### config.mk
export PLATFORM = sky130hd
export DESIGN_NAME = integer_to_radix_text_unit
export DESIGN_NICKNAME = d
export VERILOG_FILES = /design/src/design/irt_pkg.sv /design/src/design/irt_ram.sv /design/src/design/irt_ctrl.sv /design/src/design/irt_dp.sv /design/src/design/integer_to_radix_text_unit.sv
export SDC_FILE = /design/constraint.sdc
export NUM_CORES = 1
export LEC_CHECK = 0
export BUFFER_PORTS_ARGS = -buffer_cell sky130_fd_sc_hd__clkbuf_2
export CORE_MARGIN = 1
export CORE_UTILIZATION = 50
export CTS_CLUSTER_DIAMETER = 40
export CTS_CLUSTER_SIZE = 30
export DETAILED_ROUTE_END_ITERATION = 8
export PLACE_DENSITY_LB_ADDON = 0.3
export SYNTH_ARGS = -nofsm -noshare
export SYNTH_HDL_FRONTEND = slang
export SYNTH_SLANG_ARGS = --single-unit
### constraint.sdc
create_clock -name clk -period 45.6 [get_ports clk]
set_input_delay 4.56 -clock clk [delete_from_list [all_inputs] [get_ports clk]]
set_output_delay 4.56 -clock clk [all_outputs]
set_load 0.02 [all_outputs]
### src/design/irt_pkg.sv
// Shared types, constants and helpers of the integer to radix text unit.
// Used by the controller, the datapath and the top level.
`timescale 1ns / 1ps
`default_nettype none

package irt_pkg;

  // Defaults of the top-level parameters.
  localparam int VALUE_BITS_DEF = 32;
  localparam int MAX_WIDTH_DEF  = 60;

  // Fixed field widths of the ports.
  localparam int IN_VALUE_W = 32;
  localparam int FIELD_W    = 6;
  localparam int CHAR_W     = 8;

  // Digit store geometry.
  localparam int STORE_DEPTH = 32;
  localparam int STORE_AW    = 5;
  localparam int DIGIT_W     = 6;

  // Restoring division retires this many quotient bits per cycle.
  localparam int DIV_STEPS = 8;

  localparam logic [FIELD_W-1:0] RADIX_MIN = 6'd2;
  localparam logic [FIELD_W-1:0] RADIX_MAX = 6'd36;

  // ASCII codes.
  localparam logic [CHAR_W-1:0] ASC_SPACE = 8'h20;
  localparam logic [CHAR_W-1:0] ASC_PLUS  = 8'h2B;
  localparam logic [CHAR_W-1:0] ASC_MINUS = 8'h2D;
  localparam logic [CHAR_W-1:0] ASC_ZERO  = 8'h30;
  localparam logic [CHAR_W-1:0] ASC_X     = 8'h78;
  localparam logic [CHAR_W-1:0] ASC_UC_A  = 8'h41;
  localparam logic [CHAR_W-1:0] ASC_LC_A  = 8'h61;

  // Padding modes.
  typedef enum logic [1:0] {
    MODE_RIGHT = 2'd0,
    MODE_ZERO  = 2'd1,
    MODE_LEFT  = 2'd2
  } mode_t;

  // Kind of character put out in one cycle.
  typedef enum logic [2:0] {
    CH_SPACE,
    CH_SIGN,
    CH_ZERO,
    CH_X,
    CH_DIGIT
  } char_kind_t;

  // Controller states.
  typedef enum logic [3:0] {
    ST_IDLE,
    ST_DIV,
    ST_SETUP,
    ST_ROUTE,
    ST_PAD_PRE,
    ST_SIGN,
    ST_PFX0,
    ST_PFXX,
    ST_ZPAD,
    ST_DIGITS,
    ST_PAD_POST
  } state_t;

  // Commands from the controller to the datapath.
  typedef struct packed {
    logic       load;
    logic       div_step;
    logic       setup;
    logic       pad_dec;
    logic       digit_dec;
    logic       emit;
    char_kind_t kind;
    logic       last;
  } cmd_t;

  // Status from the datapath to the controller.
  typedef struct packed {
    logic  radix_ok;
    logic  div_done;
    mode_t mode;
    logic  sgn;
    logic  pfx;
    logic  pad_zero;
    logic  pad_one;
    logic  digit_zero;
  } status_t;

  // Mode three is treated as left-justified.
  function automatic mode_t norm_mode(input logic [1:0] m);
    mode_t r;
    unique case (m)
      2'd0:    r = MODE_RIGHT;
      2'd1:    r = MODE_ZERO;
      default: r = MODE_LEFT;
    endcase
    return r;
  endfunction

  // ASCII code of one digit value.
  function automatic logic [CHAR_W-1:0] digit_char(input logic [DIGIT_W-1:0] d,
                                                   input logic upper);
    logic [CHAR_W-1:0] base;
    base = upper ? ASC_UC_A : ASC_LC_A;
    if (d < 6'd10) begin
      return ASC_ZERO + {2'b00, d};
    end else begin
      return base + {2'b00, d} - 8'd10;
    end
  endfunction

endpackage

`default_nettype wire

### src/design/irt_ram.sv
// Generic single-write, single-read RAM with a registered read port.
// Depends on nothing else.
`timescale 1ns / 1ps
`default_nettype none

module irt_ram #(
  parameter int WIDTH = 8,
  parameter int DEPTH = 32
) (
  input  wire logic                     clk,
  input  wire logic                     we,
  input  wire logic [$clog2(DEPTH)-1:0] waddr,
  input  wire logic [WIDTH-1:0]         wdata,
  input  wire logic [$clog2(DEPTH)-1:0] raddr,
  output logic      [WIDTH-1:0]         rdata
);

  logic [WIDTH-1:0] mem [DEPTH];

  // Write port and registered read port.
  always_ff @(posedge clk) begin
    if (we) begin
      mem[waddr] <= wdata;
    end
    rdata <= mem[raddr];
  end

endmodule

`default_nettype wire

### src/design/irt_ctrl.sv
// Controller of the integer to radix text unit: sequences division,
// field setup and the character phases. Depends on irt_pkg.
`timescale 1ns / 1ps
`default_nettype none

module irt_ctrl
  import irt_pkg::*;
(
  input  wire logic    clk,
  input  wire logic    rst_n,
  input  wire logic    start,
  output logic         busy,
  input  wire status_t st,
  output cmd_t         cmd
);

  state_t state_r, state_nxt;
  state_t after_pre, after_sign, after_pfx, after_digits, first_out;

  // Phase order: pad before, sign, prefix, zero pad, digits, pad after.
  always_comb begin
    after_digits = (st.mode == MODE_LEFT && !st.pad_zero) ? ST_PAD_POST : ST_IDLE;
    after_pfx    = (st.mode == MODE_ZERO && !st.pad_zero) ? ST_ZPAD : ST_DIGITS;
    after_sign   = st.pfx ? ST_PFX0 : after_pfx;
    after_pre    = st.sgn ? ST_SIGN : after_sign;
    first_out    = (st.mode == MODE_RIGHT && !st.pad_zero) ? ST_PAD_PRE : after_pre;
  end

  // Next state.
  always_comb begin
    state_nxt = state_r;
    unique case (state_r)
      ST_IDLE:     if (start && st.radix_ok) state_nxt = ST_DIV;
      ST_DIV:      if (st.div_done) state_nxt = ST_SETUP;
      ST_SETUP:    state_nxt = ST_ROUTE;
      ST_ROUTE:    state_nxt = first_out;
      ST_PAD_PRE:  if (st.pad_one) state_nxt = after_pre;
      ST_SIGN:     state_nxt = after_sign;
      ST_PFX0:     state_nxt = ST_PFXX;
      ST_PFXX:     state_nxt = after_pfx;
      ST_ZPAD:     if (st.pad_one) state_nxt = ST_DIGITS;
      ST_DIGITS:   if (st.digit_zero) state_nxt = after_digits;
      ST_PAD_POST: if (st.pad_one) state_nxt = ST_IDLE;
      default:     state_nxt = ST_IDLE;
    endcase
  end

  // Commands for the datapath.
  always_comb begin
    cmd      = '0;
    cmd.kind = CH_SPACE;
    busy     = (state_r != ST_IDLE);
    unique case (state_r)
      ST_IDLE:     cmd.load = start;
      ST_DIV:      cmd.div_step = 1'b1;
      ST_SETUP:    cmd.setup = 1'b1;
      ST_ROUTE:    cmd.emit = 1'b0;
      ST_PAD_PRE: begin
        cmd.emit    = 1'b1;
        cmd.kind    = CH_SPACE;
        cmd.pad_dec = 1'b1;
      end
      ST_SIGN: begin
        cmd.emit = 1'b1;
        cmd.kind = CH_SIGN;
      end
      ST_PFX0: begin
        cmd.emit = 1'b1;
        cmd.kind = CH_ZERO;
      end
      ST_PFXX: begin
        cmd.emit = 1'b1;
        cmd.kind = CH_X;
      end
      ST_ZPAD: begin
        cmd.emit    = 1'b1;
        cmd.kind    = CH_ZERO;
        cmd.pad_dec = 1'b1;
      end
      ST_DIGITS: begin
        cmd.emit      = 1'b1;
        cmd.kind      = CH_DIGIT;
        cmd.digit_dec = 1'b1;
      end
      ST_PAD_POST: begin
        cmd.emit    = 1'b1;
        cmd.kind    = CH_SPACE;
        cmd.pad_dec = 1'b1;
      end
      default:     cmd.emit = 1'b0;
    endcase
    cmd.last = cmd.emit && (state_nxt == ST_IDLE);
  end

  // State register.
  always_ff @(posedge clk) begin
    if (!rst_n) begin
      state_r <= ST_IDLE;
    end else begin
      state_r <= state_nxt;
    end
  end

endmodule

`default_nettype wire

### src/design/irt_dp.sv
// Datapath of the integer to radix text unit: operand registers, the
// digit-by-digit divider, the digit store, field counters and the output
// register. Depends on irt_pkg and irt_ram.
`timescale 1ns / 1ps
`default_nettype none

module irt_dp
  import irt_pkg::*;
#(
  parameter int VALUE_BITS = VALUE_BITS_DEF,
  parameter int MAX_WIDTH  = MAX_WIDTH_DEF
) (
  input  wire logic                  clk,
  input  wire logic                  rst_n,
  input  wire logic [IN_VALUE_W-1:0] in_value,
  input  wire logic [FIELD_W-1:0]    in_radix,
  input  wire logic [FIELD_W-1:0]    in_width,
  input  wire logic [FIELD_W-1:0]    in_precision,
  input  wire logic [1:0]            in_mode,
  input  wire logic                  in_signed_form,
  input  wire logic                  in_hex_prefix,
  input  wire logic                  in_upper_case,
  input  wire cmd_t                  cmd,
  output status_t                    st,
  output logic                       out_valid,
  output logic [CHAR_W-1:0]          out_char,
  output logic                       out_last
);

  // Dividend is padded up to whole groups of division steps.
  localparam int DIV_W  = ((VALUE_BITS + DIV_STEPS - 1) / DIV_STEPS) * DIV_STEPS;
  localparam int CHUNKS = DIV_W / DIV_STEPS;
  localparam int CW     = (CHUNKS > 1) ? $clog2(CHUNKS) : 1;

  // Operand registers.
  logic [DIV_W-1:0]   sh_r, sh_nxt;
  logic [DIGIT_W-1:0] rem_r, rem_nxt;
  logic [CW-1:0]      chunk_r, chunk_nxt;
  logic [5:0]         ndig_r, ndig_nxt;
  logic [FIELD_W-1:0] radix_r, width_r, prec_r;
  mode_t              mode_r;
  logic               sgn_r, pfx_r, upper_r, neg_r, mag_zero_r;

  // Field counters.
  logic [5:0] pc_r, pc_nxt;
  logic [5:0] di_r, di_nxt;

  // Output register.
  logic              out_valid_r;
  logic [CHAR_W-1:0] out_char_r, out_char_nxt;
  logic              out_last_r;

  logic [VALUE_BITS-1:0] val_in, mag_in;
  logic                  neg_in;
  logic [DIGIT_W:0]      div_rem;
  logic [DIV_W-1:0]      div_quo;
  logic                  chunk_last, we;
  logic [DIGIT_W-1:0]    rdata, digit;

  logic [5:0] w_sat, p_sat, p_sel;
  logic [6:0] w_eff, used, x_len;

  // Sign handling of the incoming value.
  always_comb begin
    val_in = in_value[VALUE_BITS-1:0];
    neg_in = in_signed_form && val_in[VALUE_BITS-1];
    mag_in = neg_in ? (~val_in + 1'b1) : val_in;
  end

  // One cycle of restoring division: DIV_STEPS quotient bits.
  always_comb begin
    div_rem = {1'b0, rem_r};
    div_quo = sh_r;
    for (int k = 0; k < DIV_STEPS; k++) begin
      div_rem = {div_rem[DIGIT_W-1:0], div_quo[DIV_W-1]};
      div_quo = {div_quo[DIV_W-2:0], 1'b0};
      if (div_rem >= {1'b0, radix_r}) begin
        div_rem    = div_rem - {1'b0, radix_r};
        div_quo[0] = 1'b1;
      end
    end
  end

  assign chunk_last = (chunk_r == CW'(CHUNKS - 1));
  assign we         = cmd.div_step && chunk_last;

  // Division control registers.
  always_comb begin
    sh_nxt    = sh_r;
    rem_nxt   = rem_r;
    chunk_nxt = chunk_r;
    ndig_nxt  = ndig_r;
    if (cmd.load) begin
      sh_nxt    = DIV_W'(mag_in);
      rem_nxt   = '0;
      chunk_nxt = '0;
      ndig_nxt  = '0;
    end else if (cmd.div_step) begin
      sh_nxt = div_quo;
      if (chunk_last) begin
        rem_nxt   = '0;
        chunk_nxt = '0;
        ndig_nxt  = ndig_r + 6'd1;
      end else begin
        rem_nxt   = div_rem[DIGIT_W-1:0];
        chunk_nxt = chunk_r + 1'b1;
      end
    end
  end

  // Field geometry: digit count, effective width and padding.
  always_comb begin
    w_sat = ({1'b0, width_r} > 7'(MAX_WIDTH)) ? 6'(MAX_WIDTH) : width_r;
    p_sat = ({1'b0, prec_r} > 7'(MAX_WIDTH - 3)) ? 6'(MAX_WIDTH - 3) : prec_r;
    if (mag_zero_r) begin
      p_sel = 6'd1;
    end else if (p_sat == '0) begin
      p_sel = ndig_r;
    end else begin
      p_sel = p_sat;
    end
    x_len = pfx_r ? 7'd2 : 7'd0;
    if (w_sat == '0 || w_sat < p_sel) begin
      w_eff = {1'b0, p_sel} + x_len;
    end else begin
      w_eff = {1'b0, w_sat};
    end
    used = {1'b0, p_sel} + x_len + {6'd0, sgn_r};
  end

  // Pad and digit counters.
  always_comb begin
    pc_nxt = pc_r;
    di_nxt = di_r;
    if (cmd.setup) begin
      pc_nxt = (w_eff > used) ? 6'(w_eff - used) : 6'd0;
      di_nxt = p_sel - 6'd1;
    end else begin
      if (cmd.pad_dec) pc_nxt = pc_r - 6'd1;
      if (cmd.digit_dec) di_nxt = di_r - 6'd1;
    end
  end

  // Digit store, least significant digit at address zero.
  irt_ram #(
    .WIDTH(DIGIT_W),
    .DEPTH(STORE_DEPTH)
  ) u_store (
    .clk  (clk),
    .we   (we),
    .waddr(ndig_r[STORE_AW-1:0]),
    .wdata(div_rem[DIGIT_W-1:0]),
    .raddr(di_nxt[STORE_AW-1:0]),
    .rdata(rdata)
  );

  // Digits above those computed are leading zeros.
  assign digit = (di_r < ndig_r) ? rdata : '0;

  // Character selection.
  always_comb begin
    unique case (cmd.kind)
      CH_SPACE: out_char_nxt = ASC_SPACE;
      CH_SIGN:  out_char_nxt = neg_r ? ASC_MINUS : ASC_PLUS;
      CH_ZERO:  out_char_nxt = ASC_ZERO;
      CH_X:     out_char_nxt = ASC_X;
      CH_DIGIT: out_char_nxt = digit_char(digit, upper_r);
      default:  out_char_nxt = ASC_SPACE;
    endcase
  end

  // Status for the controller.
  always_comb begin
    st.radix_ok   = (in_radix >= RADIX_MIN) && (in_radix <= RADIX_MAX);
    st.div_done   = chunk_last && (div_quo == '0);
    st.mode       = mode_r;
    st.sgn        = sgn_r;
    st.pfx        = pfx_r;
    st.pad_zero   = (pc_r == 6'd0);
    st.pad_one    = (pc_r == 6'd1);
    st.digit_zero = (di_r == 6'd0);
  end

  // Payload registers.
  always_ff @(posedge clk) begin
    sh_r       <= sh_nxt;
    rem_r      <= rem_nxt;
    ndig_r     <= ndig_nxt;
    pc_r       <= pc_nxt;
    di_r       <= di_nxt;
    out_char_r <= out_char_nxt;
    out_last_r <= cmd.last;
    if (cmd.load) begin
      radix_r    <= in_radix;
      width_r    <= in_width;
      prec_r     <= in_precision;
      mode_r     <= norm_mode(in_mode);
      sgn_r      <= in_signed_form;
      pfx_r      <= in_hex_prefix;
      upper_r    <= in_upper_case;
      neg_r      <= neg_in;
      mag_zero_r <= (mag_in == '0);
    end
  end

  // Control registers.
  always_ff @(posedge clk) begin
    if (!rst_n) begin
      chunk_r     <= '0;
      out_valid_r <= 1'b0;
    end else begin
      chunk_r     <= chunk_nxt;
      out_valid_r <= cmd.emit;
    end
  end

  assign out_valid = out_valid_r;
  assign out_char  = out_char_r;
  assign out_last  = out_last_r;

endmodule

`default_nettype wire

### src/design/integer_to_radix_text_unit.sv
// Top level of the integer to radix text unit: controller plus datapath.
// Depends on irt_pkg, irt_ctrl and irt_dp.
//
// Usage: drive the in_ fields and raise start while busy is low; the item
// is taken at that clock edge and busy stays high until its text is out.
// The text leaves one ASCII character per cycle on out_char, marked by
// out_valid, most significant character first; out_last marks the final
// character. An item with a radix outside 2 to 36 is taken and gives no
// characters.
// Timing: after the start cycle the divider works one digit at a time,
// retiring eight quotient bits a cycle, and stops once the quotient is
// zero (at least one digit). The setup and route states follow, then
// one character per cycle.
// The next item can be started in the cycle in which the last character
// is on the outputs.
// Reset returns the controller to idle and drops out_valid; the digit
// store needs no clearing. The receiver cannot hold characters off.
`timescale 1ns / 1ps
`default_nettype none

module integer_to_radix_text_unit
  import irt_pkg::*;
#(
  parameter int VALUE_BITS = VALUE_BITS_DEF,
  parameter int MAX_WIDTH  = MAX_WIDTH_DEF
) (
  input  wire logic                  clk,
  input  wire logic                  rst_n,
  input  wire logic                  start,
  output logic                       busy,
  input  wire logic [IN_VALUE_W-1:0] in_value,
  input  wire logic [FIELD_W-1:0]    in_radix,
  input  wire logic [FIELD_W-1:0]    in_width,
  input  wire logic [FIELD_W-1:0]    in_precision,
  input  wire logic [1:0]            in_mode,
  input  wire logic                  in_signed_form,
  input  wire logic                  in_hex_prefix,
  input  wire logic                  in_upper_case,
  output logic                       out_valid,
  output logic [CHAR_W-1:0]          out_char,
  output logic                       out_last
);

  cmd_t    cmd;
  status_t st;

  // Sequencer.
  irt_ctrl u_ctrl (
    .clk  (clk),
    .rst_n(rst_n),
    .start(start),
    .busy (busy),
    .st   (st),
    .cmd  (cmd)
  );

  // Divider, digit store and character output.
  irt_dp #(
    .VALUE_BITS(VALUE_BITS),
    .MAX_WIDTH (MAX_WIDTH)
  ) u_dp (
    .clk           (clk),
    .rst_n         (rst_n),
    .in_value      (in_value),
    .in_radix      (in_radix),
    .in_width      (in_width),
    .in_precision  (in_precision),
    .in_mode       (in_mode),
    .in_signed_form(in_signed_form),
    .in_hex_prefix (in_hex_prefix),
    .in_upper_case (in_upper_case),
    .cmd           (cmd),
    .st            (st),
    .out_valid     (out_valid),
    .out_char      (out_char),
    .out_last      (out_last)
  );

endmodule

`default_nettype wire
==> impl_metrics.tcl <==
set metrics [dict create \
    dp_hpwl_um 30100 \
    antenna_found_initial 0 \
    async_reset_ff_share_pct 0 \
    track_usage_pct 25.1 \
    clk_pin_slew_ps 60 \
    antenna_left 0 \
    area_growth_pct 11.7 \
    hold_class "reg -> reg" \
    cts_root_buffer "clkbuf_16" \
    grt_pass1_wl_um 69800 \
    syn_nets 1892 \
    grt_max_degree 90 \
    layout_commonest_cell "nand2_1" \
    insertion_delay_ps 540 \
    end_kind "register" \
    num-nets-final 1929 \
    maxSlewHeadroom_pct 20.0 \
    ys_types 79 \
    path_class "reg -> reg" \
    yosys.area.top_type "edfxtp_1" \
    cts_buffer_depth 3 \
    fmax_mhz 55.3 \
    slew_viol_final 0 \
    rsz0062_at_grt "no" \
    finClkSkew_ps 33.3 \
    antenna_cells 0 \
    first_global_vias 12682 \
    port_buffers 68 \
    drc 0 \
    hold_viol_final 0 \
    status "complete, no violations" \
    yosysWarnings 0 \
    worst-r2r-cell-count 68 \
    die_y_um 187 \
    synth_area_mm2 0.0171 \
    post-route-period-util_pct 39.7 \
    crit_top_cell "o21ai_0" \
    synth_top_area_share_pct 45.0 \
    routed_wl_um 44000 \
    cpPeakStageDelay_ps 830 \
    cts_buffers 39 \
    crit_path_start_kind "register" \
    htreeDepth 2 \
    pre_cts_ws_ps 27770 \
    min_to "u_dp.chunk_r[1]" \
    reg2reg_to "u_dp.u_store.mem[30][4]" \
    synth_edf_count 256 \
    synth.avg_cell_area_um2 9.84 \
    setup_ws_ps 27510 \
    cts.sinks 295 \
    layout_common_cells "nand2_1, edfxtp_1, nor2_1" \
    tritoncts "built" \
    worst_pin_slew_ps 1190 \
    wl_per_cell_um 19.5 \
    synth_ff_type "edfxtp_1" \
    instances_no_fill 2252 \
    max_cap_violations 0 \
    dp.cells 2180 \
    r2r-start "u_dp.radix_r[1]" \
    core_area_mm2 0.0336 \
    cts_setup_buffers 0 \
    r2r_setup_slack_ps 27510 \
    min_period_ps 18090 \
    vias 13478 \
    first_iter_violations 1283 \
    dieArea_mm2 0.0349 \
    gp_congestion 0.960 \
    yosys_register_bits 295 \
    drive_above_1_share_pct 9.65 \
    viasPerCell 5.98 \
    final.setup.tns_ps 0 \
    holdBufCountCts 0 \
    ys_top_cells_by_area "edfxtp_1, nand2_1, ha_1, dfxtp_1, nand3_1" \
    hold_start "u_dp.chunk_r[1]" \
    post_cts_resized 0 \
    hold_path_depth 2 \
    synth_cells 1736 \
    num_io_pins 69 \
    setup_viol 0 \
    crit_slowest_cell "a21o_1" \
    overflow 0 \
    initial_utilization_pct 50.8 \
    rows 67 \
    worstPathRequired_ps 45790 \
    fp.dieW_um 187 \
    first_pass_iters 7 \
    arrival_ps 18280 \
    hold_slack_ps 470 \
    ys_seq_area_share_pct 49.6 \
    crit_path_max_fanout 32 \
]
-- critical path: cells and delay by family, from the launching register on --
kind	cells	cell delay, ps
compound gates	39	10720
fa+ha+maj	8	2690
buf+inv	3	580
flops	1	670
mux	1	450
simple gates	17	2650
-- Yosys cell counts (all sizes together), types with 17 or more instances --
master and instances:
nor3 37, nand2 302, nor2 132, nand2b 17, clkbuf 67, and3 33
xor2 41, a21o 30, ha 88, a21oi 71, a311oi 32, a31oi 24
xnor2 43, a211oi 17, edfxtp 256, o21ai 97, nor2b 21, inv 70
dfxtp 39, nand3 99
-- layout make-up --
class                           instances  area [um^2]
Timing Repair Buffer                   79          423
Clock buffer                           46         1050
Multi-Input combinational cell       1286         8020
Tap cell                              448          561
Inverter                               72          270
Sequential cell                       295         8470
Clock inverter                         26          282
Fill cell                            2842        14500
-- flip-flops by register name, indices dropped and copies added (netlist names), 6 cells and up --
signal / count
u_dp.di_r: 6
u_dp.ndig_r: 6
u_dp.out_char: 8
u_dp.pc_r: 6
u_dp.prec_r: 6
u_dp.radix_r: 6
u_dp.rem_r: 6
u_dp.sh_r: 32
u_dp.u_store.mem: 192
u_dp.u_store.rdata: 6
u_dp.width_r: 6
-- layer usage --
metal / share of wire, % / vias up / track usage (%)
li1: - / 6439 / -
met1: 45 / 6444 / 36.2
met2: 44 / 513 / 38.6
met3: 7.8 / 82 / 4.86
met4: 2.4 / 0 / 7.03
met5: 0 / - / 0
-- stage by stage --
step | utilization, % | cell area, um^2
2_1_floorplan | - | 17100
3_3_place_gp | 52.8 | 17700
3_5_place_dp | 52.8 | 17700
4_1_cts | 56.8 | 19100
5_1_grt | 56.8 | 19100
6_report | 56.8 | 19100
-- worst max path at each step --
stage                          startpoint                      end  slack, ps  cells past startpoint
final                     u_dp.radix_r[1]  u_dp.u_store.mem[30][4]      27510                     68
after global routing      u_dp.radix_r[1]   u_dp.u_store.mem[0][2]      25910                     68
after CTS                 u_dp.radix_r[1]   u_dp.u_store.mem[0][2]      27700                     68
after detailed placement  u_dp.radix_r[1]   u_dp.u_store.mem[8][0]      27770                     68
after global placement    u_dp.radix_r[1]  u_dp.u_store.mem[12][2]      28370                     67
after floorplan           u_dp.radix_r[1]   u_dp.u_store.mem[0][1]      30110                     74
-- cell families (layout without fill, tap and decap cells) --
family | after synthesis | after routing | synth area share, %
AND/OR/NAND/NOR | 708 | 708 | 18.8
AO/OA/AOI/OAI | 375 | 375 | 14.8
flip-flops | 295 | 295 | 49.6
buffers and inverters | 155 | 223 | 3.62
adder cells (fa/ha/maj) | 98 | 98 | 7.62
XOR/XNOR | 84 | 84 | 4.31
multiplexers | 21 | 21 | 1.30
Power is not shown: default switching activity piles up to over one toggle a cycle in this logic, so the estimate is an artifact.
